<file path="src/hw/rtl/pcpg_pkg.sv">
package pcpg_pkg;

    localparam int QUO_W         = 16;
    localparam int NUM_W         = 15;
    localparam int OFFS_W        = 9;
    localparam int DIV_CNT_W     = $clog2(NUM_W);
    localparam int LID_W         = 16;
    localparam int LUM_W         = 6;

    localparam logic [9:0]        HORIZON         = 10'd240;
    localparam logic [9:0]        CEIL_BASE       = 10'd272;
    localparam logic [9:0]        FLOOR_BASE      = 10'd208;
    localparam logic [OFFS_W-1:0] BAND_LOW        = 9'd35;
    localparam logic [OFFS_W-1:0] BAND_HIGH       = 9'd200;
    localparam logic [9:0]        VISIBLE_W       = 10'd640;
    localparam logic [15:0]       CENTER_X        = 16'd320;
    localparam logic [6:0]        FOG_BASE        = 7'd70;
    localparam logic [6:0]        LUM_MAX         = 7'd63;
    localparam logic [15:0]       SCROLL_U_STEP   = 16'd1024;
    localparam logic [NUM_W-1:0]  NUMERATOR_RESET = 15'd22000;

endpackage

</file>
<file path="src/hw/rtl/perspective_checker_plane_pixel_gen.sv">
// Perspective checkerboard floor/ceiling pixel generator. One pixel transfer
// (x, y, vertical blank) is accepted per clock and gives one RGB transfer in
// the next cycle through an output register, so the stream runs at one pixel
// per cycle while no stall holds the input. The first pixel (x == 0) of each
// visible band row latches the inverse depth of the previous band row, sets
// the fog level and starts a bit-serial restoring divider (depth_numerator /
// row offset) that produces one quotient bit per cycle. A further row-start
// pixel arriving while that divider is still running is stalled until it
// finishes; others wait only on i_out_stall. depth_numerator may be written
// only while the block is idle; it is captured when a division starts.
module perspective_checker_plane_pixel_gen (
    input  logic                         i_clk,
    input  logic                         i_rst_n,
    input  logic                         i_depth_numerator_we,
    input  logic [pcpg_pkg::NUM_W-1:0]   i_depth_numerator,
    input  logic                         i_in_valid,
    output logic                         o_in_stall,
    input  logic [9:0]                   i_pixel_x,
    input  logic [9:0]                   i_pixel_y,
    input  logic                         i_vertical_blank,
    output logic                         o_out_valid,
    input  logic                         i_out_stall,
    output logic [7:0]                   o_red,
    output logic [7:0]                   o_green,
    output logic [7:0]                   o_blue
);

    localparam int NW = pcpg_pkg::NUM_W;
    localparam int OW = pcpg_pkg::OFFS_W;
    localparam int CW = pcpg_pkg::DIV_CNT_W;
    localparam int LW = pcpg_pkg::LID_W;
    localparam int FW = pcpg_pkg::LUM_W;
    localparam int QW = pcpg_pkg::QUO_W;

    // configuration and frame state
    logic [NW-1:0]                   r_numerator;
    logic [QW-1:0]                   r_div_result, n_div_result;
    logic [LW-1:0]                   r_lid, n_lid;
    logic [FW-1:0]                   r_fog, n_fog;
    logic [15:0]                     r_scroll_u, n_scroll_u;
    logic [7:0]                      r_scroll_v, n_scroll_v;
    logic                            r_blank_seen, n_blank_seen;

    // bit-serial divider
    logic                            r_busy, n_busy;
    logic [CW-1:0]                   r_div_cnt, n_div_cnt;
    logic [NW-1:0]                   r_div_quo, n_div_quo;
    logic [OW-1:0]                   r_div_rem, n_div_rem;
    logic [OW-1:0]                   r_div_den, n_div_den;

    // output register
    logic                            r_out_valid, n_out_valid;
    logic [7:0]                      r_red, r_green, r_blue;
    logic [7:0]                      n_red, n_green, n_blue;

    logic                            w_in_acc;
    logic                            w_out_acc;
    logic [9:0]                      w_offs_full;
    logic [OW-1:0]                   w_offs;
    logic                            w_is_floor;
    logic                            w_in_band;
    logic                            w_line_start;
    logic [6:0]                      w_fog_bits;
    logic [6:0]                      w_fog_raw;
    logic [15:0]                     w_dx;
    logic [15:0]                     w_prod;
    logic [15:0]                     w_usum;
    logic [7:0]                      w_u;
    logic [7:0]                      w_v;
    logic [7:0]                      w_t;
    logic [7:0]                      w_lum1;
    logic [7:0]                      w_lum2;
    logic [OW:0]                     w_rem_sh;
    logic                            w_ge;

    // band and row offset
    always_comb begin
        w_is_floor = (i_pixel_y >= pcpg_pkg::HORIZON);
        if (w_is_floor) begin
            w_offs_full = i_pixel_y - pcpg_pkg::FLOOR_BASE;
        end else begin
            w_offs_full = pcpg_pkg::CEIL_BASE - i_pixel_y;
        end
        w_offs    = w_offs_full[OW-1:0];
        w_in_band = !i_vertical_blank && (i_pixel_x < pcpg_pkg::VISIBLE_W)
                    && (w_offs >= pcpg_pkg::BAND_LOW) && (w_offs < pcpg_pkg::BAND_HIGH);
        w_line_start = w_in_band && (i_pixel_x == 10'd0);
    end

    assign o_in_stall = (r_out_valid && i_out_stall) || (r_busy && w_line_start);
    assign w_in_acc   = i_in_valid && !o_in_stall;
    assign w_out_acc  = r_out_valid && !i_out_stall;

    // divider step
    always_comb begin
        w_rem_sh = {r_div_rem, r_div_quo[NW-1]};
        w_ge     = (w_rem_sh >= {1'b0, r_div_den});
    end

    // pixel datapath and state update
    always_comb begin
        n_div_result = r_div_result;
        n_lid        = r_lid;
        n_fog        = r_fog;
        n_scroll_u   = r_scroll_u;
        n_scroll_v   = r_scroll_v;
        n_blank_seen = r_blank_seen;
        n_busy       = r_busy;
        n_div_cnt    = r_div_cnt;
        n_div_quo    = r_div_quo;
        n_div_rem    = r_div_rem;
        n_div_den    = r_div_den;
        n_out_valid  = r_out_valid && !w_out_acc;
        n_red        = r_red;
        n_green      = r_green;
        n_blue       = r_blue;
        w_fog_bits   = '0;
        w_fog_raw    = '0;

        if (r_busy) begin
            n_div_quo = {r_div_quo[NW-2:0], w_ge};
            if (w_ge) begin
                n_div_rem = OW'(w_rem_sh - {1'b0, r_div_den});
            end else begin
                n_div_rem = w_rem_sh[OW-1:0];
            end
            n_div_cnt = r_div_cnt - CW'(1);
            if (r_div_cnt == '0) begin
                n_busy       = 1'b0;
                n_div_result = QW'({r_div_quo[NW-2:0], w_ge});
            end
        end

        if (w_in_acc) begin
            n_blank_seen = i_vertical_blank;
            if (i_vertical_blank && !r_blank_seen) begin
                n_scroll_u = r_scroll_u + pcpg_pkg::SCROLL_U_STEP;
                n_scroll_v = r_scroll_v + 8'd1;
            end
            if (w_line_start) begin
                n_lid      = LW'(r_div_result);
                w_fog_bits = n_lid[9:3];
                if (w_fog_bits <= pcpg_pkg::FOG_BASE) begin
                    w_fog_raw = pcpg_pkg::FOG_BASE - w_fog_bits;
                    if (w_fog_raw > pcpg_pkg::LUM_MAX) begin
                        n_fog = FW'(pcpg_pkg::LUM_MAX);
                    end else begin
                        n_fog = w_fog_raw[FW-1:0];
                    end
                end else begin
                    n_fog = '0;
                end
                n_busy    = 1'b1;
                n_div_cnt = CW'(NW - 1);
                n_div_quo = r_numerator;
                n_div_rem = '0;
                n_div_den = w_offs;
            end
        end

        w_dx   = {6'd0, i_pixel_x} - pcpg_pkg::CENTER_X;
        w_prod = 16'(w_dx * n_lid);
        w_usum = r_scroll_u + w_prod;
        w_u    = w_usum[15:8];
        w_v    = r_scroll_v + {2'd0, n_lid[5:0]};
        w_t    = w_u ^ w_v;
        w_lum1 = {1'b0, n_fog, 1'b0};
        w_lum2 = {n_fog, 2'b00};

        if (w_in_acc) begin
            n_out_valid = 1'b1;
            n_red       = '0;
            n_green     = '0;
            n_blue      = '0;
            if (w_in_band) begin
                if (w_t[5]) begin
                    n_red   = w_t[4] ? w_lum2 : w_lum1;
                    n_green = w_t[4] ? w_lum2 : w_lum1;
                    n_blue  = w_t[4] ? w_lum2 : w_lum1;
                end else if (w_t[4]) begin
                    if (w_is_floor) begin
                        n_red = w_lum2;
                    end else begin
                        n_blue = w_lum2;
                    end
                end else begin
                    if (w_is_floor) begin
                        n_green = w_lum1;
                    end else begin
                        n_blue = w_lum1;
                    end
                end
            end
        end
    end

    always_ff @(posedge i_clk) begin
        if (!i_rst_n) begin
            r_numerator  <= pcpg_pkg::NUMERATOR_RESET;
            r_div_result <= '0;
            r_lid        <= '0;
            r_fog        <= '0;
            r_scroll_u   <= '0;
            r_scroll_v   <= '0;
            r_blank_seen <= 1'b0;
            r_busy       <= 1'b0;
            r_div_cnt    <= '0;
            r_out_valid  <= 1'b0;
        end else begin
            if (i_depth_numerator_we) begin
                r_numerator <= i_depth_numerator;
            end
            r_div_result <= n_div_result;
            r_lid        <= n_lid;
            r_fog        <= n_fog;
            r_scroll_u   <= n_scroll_u;
            r_scroll_v   <= n_scroll_v;
            r_blank_seen <= n_blank_seen;
            r_busy       <= n_busy;
            r_div_cnt    <= n_div_cnt;
            r_out_valid  <= n_out_valid;
        end
    end

    always_ff @(posedge i_clk) begin
        r_div_quo <= n_div_quo;
        r_div_rem <= n_div_rem;
        r_div_den <= n_div_den;
        r_red     <= n_red;
        r_green   <= n_green;
        r_blue    <= n_blue;
    end

    assign o_out_valid = r_out_valid;
    assign o_red       = r_red;
    assign o_green     = r_green;
    assign o_blue      = r_blue;

    // a row start never overtakes a running division
    a_no_start_while_busy: assert property (@(posedge i_clk) disable iff (!i_rst_n)
        (w_in_acc && r_busy) |-> !w_line_start)
        else $error("row start accepted while divider busy");

    // every accepted pixel yields a result in the next cycle
    a_result_follows: assert property (@(posedge i_clk) disable iff (!i_rst_n)
        w_in_acc |=> o_out_valid)
        else $error("accepted pixel produced no result");

    // partial remainder stays below the divisor while dividing
    a_rem_bound: assert property (@(posedge i_clk) disable iff (!i_rst_n)
        r_busy |-> (r_div_rem < r_div_den))
        else $error("divider remainder out of range");

endmodule
</file>
<file path="config.mk">
export PLATFORM = sky130hd
export DESIGN_NAME = perspective_checker_plane_pixel_gen
export DESIGN_NICKNAME = d
export VERILOG_FILES = /design/src/hw/rtl/pcpg_pkg.sv /design/src/hw/rtl/perspective_checker_plane_pixel_gen.sv
export SDC_FILE = /design/constraint.sdc
export NUM_CORES = 1
export LEC_CHECK = 0
export ABC_AREA = 1
export BUFFER_PORTS_ARGS = -buffer_cell sky130_fd_sc_hd__buf_2
export CAP_MARGIN = 25
export CORE_MARGIN = 5
export CORE_UTILIZATION = 44
export DETAILED_ROUTE_END_ITERATION = 6
export PLACE_DENSITY = 0.63
export SLEW_MARGIN = 20
export SYNTH_ARGS = -nofsm -noshare
export SYNTH_HDL_FRONTEND = slang
export SYNTH_SLANG_ARGS = --single-unit
</file>
<file path="constraint.sdc">
create_clock -name i_clk -period 10 [get_ports i_clk]
set_input_delay 0.5 -clock i_clk [delete_from_list [all_inputs] [get_ports i_clk]]
set_output_delay 0.5 -clock i_clk [all_outputs]
set_load 0.05 [all_outputs]
</file>
After elaboration in Yosys (flattened, before gate mapping). Cells that the tools add are included. W data, S select, Z words.

Register bits: 140. Input bits: 41. Output and inout port bits: 26. Logic and storage cells: 89.

$add $sub $neg: 10. Multipliers: 1. Order comparisons: 7. Muxes and demuxes: 33. Bitwise gates (word level): 1. Reduce and logical (&&, ||, !) cells: 21.

Operators by type and width (number): $mux W8 (8); $mux W15 (3); $mux W9 (5); $mux W16 (2); $mux W6 (4); $mux W7 (3); $add A16 B11 Y16 const B (1); $mul A11 B16 Y14 (1); $add A14 B14 Y14 (1); $mux W4 (3); $sub A10 B9 Y11 const B (1); $ge A10 B8 Y1 const B (1); $ge A10 B9 Y1 (1); $logic_and A1 B1 Y1 (10); $logic_not A10 Y1 (1); $lt A10 B10 Y1 const B (1); $ge A9 B6 Y1 const B (1); $lt A9 B8 Y1 const B (1); $sub A9 B8 Y9 const B (1); $sub A9 B9 Y9 (1); $sub A9 B9 Y9 const A (1); $add A8 B1 Y8 const B (1); $gt A7 B6 Y1 const B (1); $le A7 B7 Y1 const B (1); 9 further kinds (19).

Longest topological paths before layout. Gate-level depths: netlist of run 1.

Word-level depth: 16. Depth in mapped cells: 47. Gate-level depth less buffers: 46.

Least setup slack after synthesis of run 1. Ideal clock, no wire load.

Path kind: input to register. From: input i_pixel_y[4]. To: register r_blue[2] (netlist: o_blue[2]), data pin. Library setup time: 251 ps. Data arrival time: 7332 ps. Data required time: 9749 ps. Setup slack: 2417 ps. Cell stages on the path: 39. Buffers on the path: 1. Cell sequence: ha_1 -> nand3_1 -> nand2_2 -> o21ai_0 -> nand2_1 -> nor2_2 -> nand2_1 -> a21oi_4 -> nand4_2 -> nand2_4 -> nor2_8 -> buf_6 -> nand2_1 -> clkinv_1 -> nand2_1 -> nand2_1 -> inv_1 -> nor2_1 -> (+3 left out) -> fa_1 -> inv_1 -> fa_1 -> inv_1 -> ha_1 -> nand3_1 -> inv_1 -> a221oi_1 -> nand2_1 -> nand3b_1 -> nand3_1 -> nand2_1 -> clkinv_1 -> nand3_2 -> nand2_4 -> nand2_4 -> nand2_4 -> nor2_2.

Cells in the longest elaborated chain, start to end: 16. Elaborated cells between the ends (all ways): 26. Classes of those cells: add/sub (4); mul (1); order compare (3); mux (10); bitwise (1); reduce/logical (7).

RTL lines: from (decl) (RTL line perspective_checker_plane_pixel_gen.sv:19) `input logic [9:0] i_pixel_y,`; $ge A10 B8 Y1 * (RTL line perspective_checker_plane_pixel_gen.sv:78) `w_is_floor = (i_pixel_y >= pcpg_pkg::HORIZON);`; $mux W9 * (RTL line perspective_checker_plane_pixel_gen.sv:79) `if (w_is_floor) begin`; named net w_offs_full[3] (RTL line perspective_checker_plane_pixel_gen.sv:58) `logic [9:0] w_offs_full;`; $ge A9 B6 Y1 (RTL line perspective_checker_plane_pixel_gen.sv:86) `&& (w_offs >= pcpg_pkg::BAND_LOW) && (w_offs < pcpg_pkg::BAND_HIGH);`; $logic_and A1 B1 Y1 (RTL line perspective_checker_plane_pixel_gen.sv:86); $logic_and A1 B1 Y1 * (RTL line perspective_checker_plane_pixel_gen.sv:86); $logic_and A1 B1 Y1 * (RTL line perspective_checker_plane_pixel_gen.sv:87) `w_line_start = w_in_band && (i_pixel_x == 10'd0);`; $logic_and A1 B1 Y1 * (RTL line perspective_checker_plane_pixel_gen.sv:90) `assign o_in_stall = (r_out_valid && i_out_stall) || (r_busy && w_line_start);`; (+1 left out); named net o_in_stall (RTL line perspective_checker_plane_pixel_gen.sv:17) `output logic o_in_stall,`; (+1 left out); $logic_and A1 B1 Y1 * (RTL line perspective_checker_plane_pixel_gen.sv:91) `assign w_in_acc = i_in_valid && !o_in_stall;`; $mux W16 * (RTL line perspective_checker_plane_pixel_gen.sv:134) `if (w_in_acc) begin`; named net n_lid[2] (RTL line perspective_checker_plane_pixel_gen.sv:38) `logic [LW-1:0] r_lid, n_lid;`; $mul A11 B16 Y14 (RTL line perspective_checker_plane_pixel_gen.sv:162) `w_prod = 16'(w_dx * n_lid);`; $add A14 B14 Y14 (RTL line perspective_checker_plane_pixel_gen.sv:163) `w_usum = r_scroll_u + w_prod;`; $xor A6 B6 Y6 * (RTL line perspective_checker_plane_pixel_gen.sv:166) `w_t = w_u ^ w_v;`; $mux W8 (on tied branches) (RTL line perspective_checker_plane_pixel_gen.sv:180, perspective_checker_plane_pixel_gen.sv:179); $mux W8 * (RTL line perspective_checker_plane_pixel_gen.sv:176) `if (w_t[5]) begin`; to (signal assigned) (RTL line perspective_checker_plane_pixel_gen.sv:231) `r_blue <= n_blue;`; to (decl) (RTL line perspective_checker_plane_pixel_gen.sv:53) `logic [7:0] r_red, r_green, r_blue;`.

Mark *: on every way through the listed nets, which the timed path passes. The rest lies on a longest branch. A chain may end at the register's enable or synchronous reset.

Worst setup path in the final report of run 1.
From: input i_pixel_y[4]. To: register r_blue[4] (netlist: o_blue[4]), data pin.

Cells in the longest elaborated chain, start to end: 16. Elaborated cells between the ends (all ways): 26. Classes of those cells: add/sub (4); mul (1); order compare (3); mux (10); bitwise (1); reduce/logical (7).

RTL lines (RTL line): $ge A10 B8 Y1 * (perspective_checker_plane_pixel_gen.sv:78); $mux W9 * (perspective_checker_plane_pixel_gen.sv:79); named net w_offs_full[1] (perspective_checker_plane_pixel_gen.sv:58); $ge A9 B6 Y1 (perspective_checker_plane_pixel_gen.sv:86); $logic_and A1 B1 Y1 (perspective_checker_plane_pixel_gen.sv:86); $logic_and A1 B1 Y1 * (perspective_checker_plane_pixel_gen.sv:86); $logic_and A1 B1 Y1 * (perspective_checker_plane_pixel_gen.sv:87); $logic_and A1 B1 Y1 (perspective_checker_plane_pixel_gen.sv:90); (+2 left out); $logic_and A1 B1 Y1 (perspective_checker_plane_pixel_gen.sv:91); $mux W16 * (perspective_checker_plane_pixel_gen.sv:134); named net n_lid[2] (perspective_checker_plane_pixel_gen.sv:38); $mul A11 B16 Y14 (perspective_checker_plane_pixel_gen.sv:162); $add A14 B14 Y14 (perspective_checker_plane_pixel_gen.sv:163); $xor A6 B6 Y6 * (perspective_checker_plane_pixel_gen.sv:166); $mux W8 (on tied branches) (perspective_checker_plane_pixel_gen.sv:180, perspective_checker_plane_pixel_gen.sv:179); $mux W8 * (perspective_checker_plane_pixel_gen.sv:176).

Marked as above.

==> flow_summary.json, run 1 <==
{
  "run_status": "complete, no violations",
  "num_io_pins": 67,
  "overall_die_area_um2": 24300,
  "max-cap-violations": 0,
  "fin_setup_tns_ns": 0,
  "postSynthAreaPerCell_um2": 7.361,
  "fmax_ghz": 0.1177,
  "track_usage_pct": 19.47,
  "grt_first_pass_wirelength_mm": 38.15,
  "vdd.ir_drop.worst_v": 0.0001316,
  "placementRows": 53,
  "arrival_ns": 8.67,
  "cts-root-buf": "sky130_fd_sc_hd__clkbuf_16",
  "timing.critical_path.fanout_max": 38,
  "synth_edf_count": 30,
  "min_delay_endpoint": "r_numerator[7]$_SDFFE_PN1P_",
  "ant_nets": 0,
  "max-slew-margin-rel_pct": 48.68,
  "clock_sinks": 120,
  "drt-pass1-iter-count": 5,
  "clkSlewWorstSetupHoldPaths_ns": 0.06,
  "max-clock-path-buffers": 2,
  "final_layout_size_suffix_gt1_share_pct": 10.75,
  "grt_setup_unrepaired": "no",
  "pwr_density_cell_nw_per_um2": 191.1,
  "worstHoldPathType": "primary input to flop",
  "r2r-end": "o_blue[4]$_SDFFCE_PN0N_",
  "post_drt_wl_per_cell_um": 14.23,
  "postCtsSetupBuffers": 0,
  "routed_wl_mm": 22.97,
  "pin_count_of_the_biggest_net_entering_global_routing": 52,
  "clock_latency_ns": 0.41,
  "cp_required_ns": 10.17,
  "nets": 1496,
  "cts_hold_buf": 0,
  "worst_case_clock_skew_ns": 0.01117,
  "final-max-slew-violation-count": 0,
  "worstHoldPathCells": 3,
  "detail_route.vias_per_cell": 4.960,
  "slowest_stage": "sky130_fd_sc_hd__fa_1",
  "critical_path_class": "primary input to flop",
  "cts_inserted_buffers": 17,
  "synth_seq_cells": 120,
  "total_leakage_power_uw": 0.005311,
  "die_h_um": 155.9,
  "initialDrtViolationCount": 466,
  "ctsHtreeMaxLevel": 4,
  "period_share_pct": 84.98,
  "area.growth.synth_to_final_pct": 11.60,
  "chipWidth_um": 155.9,
  "yosys_warnings": 0,
  "area_after_dpl_um2": 9899,
  "post-route-min-period_ns": 8.498,
  "fin_area_um2": 10450,
  "postSynth.asyncResetShare_pct": 0,
  "worst-r2r-setup-slack_ns": 2.63,
  "worst_pin_slew_ns": 0.7690,
  "worst_path_dominant_cell_family": "simple AND/OR/NAND/NOR gates",
  "setup_viol": 0,
  "synth_top_cells_by_area": "sky130_fd_sc_hd__dfxtp_1 19%, sky130_fd_sc_hd__fa_1 13%, sky130_fd_sc_hd__nand2_1 12%",
  "gpl.final_weighted_congestion": 0.9085,
  "post-place-ws_ns": 1.029,
  "numPortBuffers": 63,
  "initial_utilization_pct": 44.68,
  "grt_remaining_overflow": 0,
  "synthDominantCellAreaShare_pct": 19.24,
  "synth_cell_types": 47,
  "layout_common_cells": "310 x sky130_fd_sc_hd__nand2_1, 236 x sky130_fd_sc_hd__inv_1, 122 x sky130_fd_sc_hd__nor2_1",
  "worst_slack_ns": 1.502,
  "synthesis.instances": 1272,
  "dp_hpwl_mm": 17.97,
  "layout_commonest_cell": "sky130_fd_sc_hd__nand2_1",
  "timing.final.hold_violations": 0,
  "grt_pass1_vias": 7735,
  "drc": 0,
  "worst_r2r_path_depth": 29,
  "antenna-diode-count": 0,
  "ys.flop_type": "sky130_fd_sc_hd__dfxtp_1",
  "clock_tree_from_tritoncts": "done",
  "startpoint_type": "primary input",
  "vias": 8005,
  "timing.critical_path.mode_cell": "sky130_fd_sc_hd__nand2_1",
  "synthDominantAreaCellType": "sky130_fd_sc_hd__dfxtp_1",
  "fp.coreArea_um2": 20960,
  "synth_sequential_area_ratio_pct": 28.87,
  "endpoint_kind": "flop",
  "number_of_antenna_violations_at_the_first_check_in_global_routing": 0,
  "synthesis.area_um2": 9363,
  "reg2reg_from": "r_busy$_SDFF_PN0_",
  "critPathBufInv": 8,
  "postCtsResizedCells": 0,
  "crit_path_max_incr_delay_ns": 0.56,
  "hp-start": "i_depth_numerator[7]"
}
## layout make-up
type	count	area, µm²
Sequential cell	120	2703
Clock inverter	12	91.34
Tap cell	275	344.1
Timing Repair Buffer	70	367.9
Fill cell	2128	10510
Inverter	244	915.9
Clock buffer	20	457.9
Multi-Input combinational cell	873	5569
## report_power, final
group | switching, µW | total [µW] | internal [µW]
Combinational | 602 | 891 | 289
Clock | 233 | 567 | 334
Sequential | 15.6 | 539 | 523
## Yosys cell counts (all sizes together) (13+ instances only)
cell,instances
a21oi,61
a31oi,15
clkbuf,26
dfxtp,90
edfxtp,30
fa,60
ha,69
inv,241
nand2,330
nand3,69
nor2,130
nor3,14
o21ai,54
xor2,13
## flip-flops by register name, indices dropped and copies added, names as in the netlist
register      count
o_blue            7
o_green           7
o_out_valid       1
o_red             7
r_blank_seen      1
r_busy            1
r_div_cnt         4
r_div_den         9
r_div_quo        15
r_div_rem         9
r_div_result     14
r_fog             6
r_lid            14
r_numerator      15
r_scroll_u        4
r_scroll_v        6
## per-layer routing
layer | vias up | GRT usage (%) | part of all wire (%)
li1 | 4075 | - | -
met5 | - | 0 | 0
met1 | 3706 | 26.13 | 46
met4 | 0 | 6.044 | 2.2
met2 | 185 | 32.17 | 47
met3 | 39 | 3.384 | 4.5
## worst max-delay path by stage
stage / from / end / slack, ns / cells after the start
after floorplan: i_pixel_y[4] / o_blue[2]$_SDFFCE_PN0N_ / 2.42 / 39
after global placement: i_pixel_y[4] / o_blue[2]$_SDFFCE_PN0N_ / 1.30 / 41
after detailed placement: i_pixel_y[4] / o_blue[5]$_SDFFCE_PN0N_ / 1.03 / 41
after CTS: i_pixel_y[4] / o_blue[4]$_SDFFCE_PN0N_ / 1.44 / 41
after global routing: i_pixel_y[4] / o_blue[6]$_SDFFCE_PN0N_ / 0.82 / 41
final: i_pixel_y[4] / o_blue[4]$_SDFFCE_PN0N_ / 1.50 / 41
## stage by stage
| stage | hold WS (ns) | total power, µW | utilization, % | cells |
|---|---|---|---|---|
| after CTS | 0.2871 | 2006 | 49.86 | 1614 |
| after detailed placement | 0.4486 | 1429 | 47.24 | 1582 |
| after global routing | 0.2918 | 2148 | 49.86 | 1614 |
| after global placement | 0.4425 | 1421 | 47.24 | 1582 |
| after floorplan | 0.4230 | 1229 | - | 1274 |
| final | 0.3028 | 1996 | 49.86 | 1614 |
## cells by family (layout without fill, tap and decap cells)
kind of cell             count (synthesis)  count (layout)  share of synthesized area (%)
AND/OR/NAND/NOR                        566             566                          25.87
buffers and inverters                  281             346                          11.73
flip-flops                             120             120                          28.87
AO/OA/AOI/OAI                          154             154                          9.475
XOR/XNOR                                21              21                          1.964
adder cells (fa/ha/maj)                129             129                          22.05
other                                    1               3                        0.04005
## tightest hold or removal path: cells and delay by family
| family | cells | cell delay [ns] |
|---|---|---|
| buffers and inverters | 1 | 0.07 |
| and+or+nand+nor | 2 | 0.11 |
No activity file was read; power rests on OpenSTA's default activity.
==> inputs of run 2 (changes only) <==
ABC_AREA = 0   (was 1)
PLACE_DENSITY = 0.66   (was 0.63)
clock period = 7 ns   (was 10 ns; I/O delays follow)
==> flow_summary.json, run 2 <==
{
  "grt_remaining_overflow": 0,
  "detail_route.vias_per_cell": 4.966,
  "synthesis.instances": 959,
  "drt-pass1-iter-count": 5,
  "critical_path_class": "primary input to flop",
  "cts_inserted_buffers": 17,
  "ys.flop_type": "sky130_fd_sc_hd__dfxtp_1",
  "number_of_antenna_violations_at_the_first_check_in_global_routing": 0,
  "dp_hpwl_mm": 15.23,
  "synthTopCellsByCount": "135 x sky130_fd_sc_hd__nand2_1, 114 x sky130_fd_sc_hd__inv_1, 90 x sky130_fd_sc_hd__dfxtp_1",
  "max-slew-margin-rel_pct": 53.15,
  "worst_r2r_path_depth": 28,
  "slowest_stage": "sky130_fd_sc_hd__fa_1",
  "synth_edf_count": 30,
  "synth_seq_cells": 120,
  "final-max-slew-violation-count": 0,
  "final_layout_size_suffix_gt1_share_pct": 26.85,
  "synthDominantCellAreaShare_pct": 20.39,
  "endpoint_kind": "flop",
  "numPortBuffers": 63,
  "worst_path_dominant_cell_family": "adder cells",
  "placementRows": 51,
  "vias": 6883,
  "violations_in_the_final_reports": "setup timing",
  "layout_common_cells": "120 x sky130_fd_sc_hd__nand2_1, 107 x sky130_fd_sc_hd__inv_1, 92 x sky130_fd_sc_hd__buf_4",
  "layout_commonest_cell": "sky130_fd_sc_hd__nand2_1",
  "nets": 1278,
  "postSynth.asyncResetShare_pct": 0,
  "drc": 0,
  "worst_case_clock_skew_ns": 0.007723,
  "cts_hold_buf": 0,
  "max-clock-path-buffers": 2,
  "largest_regs": "r_div_quo x15, r_numerator x15",
  "synthDominantAreaCellType": "sky130_fd_sc_hd__dfxtp_1",
  "cp_required_ns": 7.15,
  "vdd.ir_drop.worst_v": 0.0002940,
  "synth_top_cells_by_area": "sky130_fd_sc_hd__dfxtp_1 20%, sky130_fd_sc_hd__fa_1 14%, sky130_fd_sc_hd__edfxtp_1 10%",
  "setup_viol": 21,
  "ant_nets": 0,
  "pwr_density_cell_nw_per_um2": 169.8,
  "grt_first_pass_wirelength_mm": 33.83,
  "timing.final.hold_violations": 0,
  "initialDrtViolationCount": 372,
  "worst_pin_slew_ns": 0.6953,
  "synth_sequential_area_ratio_pct": 30.58,
  "initial_utilization_pct": 45.12,
  "postSynthAreaPerCell_um2": 9.216,
  "critPathBufInv": 6,
  "area.growth.synth_to_final_pct": 28.24,
  "yosys_warnings": 0,
  "worstHoldPathCells": 3,
  "grt_pass1_vias": 6980,
  "hold-worst-slack_ns": 0.1506,
  "clock_sinks": 120,
  "clock_tree_from_tritoncts": "done",
  "synthesis.area_um2": 8838,
  "post_drt_wl_per_cell_um": 14.78,
  "fp.coreArea_um2": 19590,
  "gpl.final_weighted_congestion": 0.8734,
  "die_h_um": 151.7,
  "period_share_pct": 103.8,
  "total_leakage_power_uw": 0.005043,
  "post-route-min-period_ns": 7.263,
  "yosys.cell_count.top_type": "sky130_fd_sc_hd__nand2_1",
  "cts-root-buf": "sky130_fd_sc_hd__clkbuf_16",
  "ctsHtreeMaxLevel": 4,
  "critical_path_cell_count": 30,
  "area.sequential_um2": 2703,
  "track_usage_pct": 18.57,
  "grt_setup_unrepaired": "yes",
  "footprint_of_the_multi_input_gates_um2": 6052,
  "worstHoldPathType": "primary input to flop",
  "num_io_pins": 67,
  "overall_die_area_um2": 23020,
  "run_status": "finished with violations",
  "timing.critical_path.mode_cell": "sky130_fd_sc_hd__fa_1",
  "num-fill-cells": 1705,
  "crit_path_max_incr_delay_ns": 0.54,
  "routed_wl_mm": 20.48,
  "chipWidth_um": 151.7,
  "fmax_ghz": 0.1377,
  "clkSlewWorstSetupHoldPaths_ns": 0.06,
  "pin_count_of_the_biggest_net_entering_global_routing": 67,
  "worst_slack_ns": -0.2631,
  "clock_latency_ns": 0.42,
  "arrival_ns": 7.42,
  "max-cap-violations": 0,
  "post-place-ws_ns": -1.090,
  "antenna-diode-count": 0,
  "startpoint_type": "primary input",
  "timing.critical_path.fanout_max": 7,
  "synth_cell_types": 71
}
[run 2: cell families after synthesis]
logic type      Yosys count  share of synthesized area, %
simple gates            312                         17.04
buf+inv                 157                         6.908
compound gates          134                         10.14
fa+ha+maj               129                         23.36
flops                   120                         30.58
xor+xnor                 57                         6.059
mux                      49                         5.875
other cells               1                       0.04243
[run 2: timing repair]
item                                    in CTS  in global routing
cloned                                       3                  0
endpoints found under the setup margin      21                 21
resized for setup                           61                 38
pin swaps                                   56                 22
setup buffers                               15                  3
[run 2: worst register-to-register path, delay by kind of cell (launching register included)]
kind                     cells  cell delay [ns]
AO/OA/AOI/OAI                7             1.01
XOR/XNOR                     4             0.94
adder cells (fa/ha/maj)      6             2.80
buffers and inverters        6             0.58
flip-flops                   1             0.31
multiplexers                 1             0.26
AND/OR/NAND/NOR              4             0.63
[run 2: layout make-up]
type | count | area share (%)
clock buffers | 17 | 3.753
clock inverters | 15 | 1.766
inverters | 116 | 3.864
multi-input cells | 687 | 53.39
flip-flops and latches | 120 | 23.84
well taps | 265 | 2.925
repair buffers | 166 | 10.45
[run 2: power by group]
part	internal, µW	total [µW]	switching, µW
registers	730	742	11.6
clock network	596	921	325
logic	110	261	151
[run 2: worst paths after layout]
kind,slack (ns),to,from
setup / recovery,-0.26,o_red[4]$_SDFFCE_PN0N_,i_pixel_y[5]
hold / removal,0.15,r_numerator[4]$_SDFFE_PN1P_,i_depth_numerator[4]
setup reg to reg,0.23,o_red[4]$_SDFFCE_PN0N_,o_out_valid$_SDFF_PN0_
hold reg to reg,0.46,r_div_result[13]$_SDFFE_PN0P_,r_div_result[13]$_SDFFE_PN0P_
[run 2: per-layer routing]
metal,up-vias,wire length [µm],GRT usage [%]
li1,3457,-,-
met1,3260,9243,24.40
met2,134,9828,30.67
met3,32,862,3.391
met4,0,545,6.873
met5,-,0,0
[run 2: metrics by stage]
stage | total power [µW] | TNS (ns) | area, µm² | cells | utilization, %
finish | 1924 | -4.783 | 11330 | 1386 | 57.86
global route | 1997 | -10.11 | 11330 | 1386 | 57.86
CTS | 1923 | -6.608 | 11110 | 1383 | 56.72
detailed placement | 991.6 | -21.47 | 10080 | 1333 | 51.46
global placement | 988.0 | -19.31 | 10080 | 1333 | 51.46
floorplan | 907.3 | -13.05 | 8987 | 961 | -
==> inputs of run 3 (changes only) <==
MAX_ROUTING_LAYER = met4   (was default)
==> flow_summary.json, run 3 (synthesis gave the netlist of run 2 again) <==
{
  "run_status": "finished with violations",
  "violations_in_the_final_reports": "setup timing",
  "place_inst": 1333,
  "crit_path_max_incr_delay_ns": 0.54,
  "clock_sinks": 120,
  "clock_tree_from_tritoncts": "done",
  "layout.cells.non_filler": 1386,
  "fin_setup_tns_ns": -4.968,
  "chipWidth_um": 151.7,
  "power.total_uw": 1921,
  "max-cap-violations": 0,
  "clkSlewWorstSetupHoldPaths_ns": 0.06,
  "overall_die_area_um2": 23020,
  "worst_pin_slew_ns": 0.6740,
  "num_io_pins": 67,
  "largest_regs": "r_div_quo x15, r_numerator x15",
  "cp_required_ns": 7.15,
  "pin_count_of_the_biggest_net_entering_global_routing": 67,
  "startpoint_type": "primary input",
  "grt_remaining_overflow": 0,
  "clock_latency_ns": 0.42,
  "final-max-slew-violation-count": 0,
  "layout_common_cells": "120 x sky130_fd_sc_hd__nand2_1, 107 x sky130_fd_sc_hd__inv_1, 92 x sky130_fd_sc_hd__buf_4",
  "fmax_ghz": 0.1375,
  "hold-worst-slack_ns": 0.1547,
  "area.growth.synth_to_final_pct": 28.24,
  "cts-root-buf": "sky130_fd_sc_hd__clkbuf_16",
  "post-place-ws_ns": -1.090,
  "grt_setup_unrepaired": "yes",
  "timing.final.hold_violations": 0,
  "vias": 6871,
  "number_of_antenna_violations_at_the_first_check_in_global_routing": 0,
  "detail_route.vias_per_cell": 4.957,
  "gpl.final_weighted_congestion": 0.8877,
  "pwr_density_cell_nw_per_um2": 169.4,
  "grt_pass1_vias": 6976,
  "drt-pass1-iter-count": 4,
  "track_usage_pct": 19.07,
  "period_share_pct": 103.9,
  "vdd.ir_drop.worst_v": 0.0002942,
  "dp_hpwl_mm": 15.23,
  "worst_case_clock_skew_ns": 0.008851,
  "cts_hold_buf": 0,
  "max-slew-margin-rel_pct": 54.59,
  "initial_utilization_pct": 45.12,
  "antenna-diode-count": 0,
  "die_h_um": 151.7,
  "grt_first_pass_wirelength_mm": 33.83,
  "ant_nets": 0,
  "ctsHtreeMaxLevel": 4,
  "routed_wl_mm": 20.40,
  "arrival_ns": 7.42,
  "numPortBuffers": 63,
  "cts_inserted_buffers": 17,
  "timing.critical_path.fanout_max": 7,
  "layout_commonest_cell": "sky130_fd_sc_hd__nand2_1",
  "drc": 0,
  "timing.critical_path.mode_cell": "sky130_fd_sc_hd__fa_1",
  "total_leakage_power_uw": 0.005043,
  "post_drt_wl_per_cell_um": 14.72,
  "placementRows": 51,
  "initialDrtViolationCount": 377,
  "worstHoldPathType": "primary input to flop",
  "slowest_stage": "sky130_fd_sc_hd__fa_1",
  "worst_slack_ns": -0.2729,
  "max-clock-path-buffers": 2,
  "fp.coreArea_um2": 19590,
  "post-route-min-period_ns": 7.273,
  "endpoint_kind": "flop",
  "num-fill-cells": 1705,
  "setup_viol": 21,
  "critical_path_class": "primary input to flop",
  "final_layout_size_suffix_gt1_share_pct": 26.85,
  "nets": 1278
}
[run 3: cell counts in the layout (fill, tap and decap cells not counted)]
No cell type changed its count.
[run 3: worst paths after layout]
check	cells after the start	start	slack, ns	endpoint
setup / recovery	30	i_pixel_y[5]	-0.27	o_red[4]$_SDFFCE_PN0N_
hold / removal	3	i_depth_numerator[10]	0.15	r_numerator[10]$_SDFFE_PN1P_
setup reg to reg	28	o_out_valid$_SDFF_PN0_	0.23	o_red[4]$_SDFFCE_PN0N_
hold reg to reg	2	r_div_result[13]$_SDFFE_PN0P_	0.46	r_div_result[13]$_SDFFE_PN0P_
[run 3: area by class of cell]
cell class,count,area (µm²),share of cell area [%]
flip-flops and latches,120,2703,23.84
inverters,116,437.9,3.864
multi-input cells,687,6052,53.39
well taps,265,331.6,2.925
clock buffers,17,425.4,3.753
repair buffers,166,1185,10.45
clock inverters,15,200.2,1.766
[run 3: critical path: cells and delay by family]
kind,cells,cell delay (ns)
AO/OA/AOI/OAI,10,1.86
XOR/XNOR,4,0.90
adder cells (fa/ha/maj),7,2.84
buffers and inverters,6,0.51
multiplexers,1,0.34
AND/OR/NAND/NOR,2,0.61
[run 3: what timing repair did]
item                       CTS  global route
setup buffers               15             3
hold endpoints to repair     0             0
pin swaps                   56            22
gates resized for setup     61            38
setup endpoints to repair   21            21
cloned                       3             0
[run 3: routing by layer]
metal	track usage (%)	wire length (µm)	vias to the layer above
li1	-	-	3457
met1	24.44	9082	3260
met2	30.67	9830	123
met3	3.153	938	31
met4	6.873	548	0
met5	-	0	-
[run 3: report_power, final]
group	switching, µW	leakage, µW	internal (µW)
Sequential	11.5	0.00103	730
Combinational	151	0.00371	110
Clock	322	0.000304	596
Total	484	0.00504	1440
[run 3: through the flow]
stage	area (µm²)	util, %
floorplan	8987	-
global placement	10080	51.46
detailed placement	10080	51.46
CTS	11110	56.72
global route	11330	57.86
finish	11330	57.86
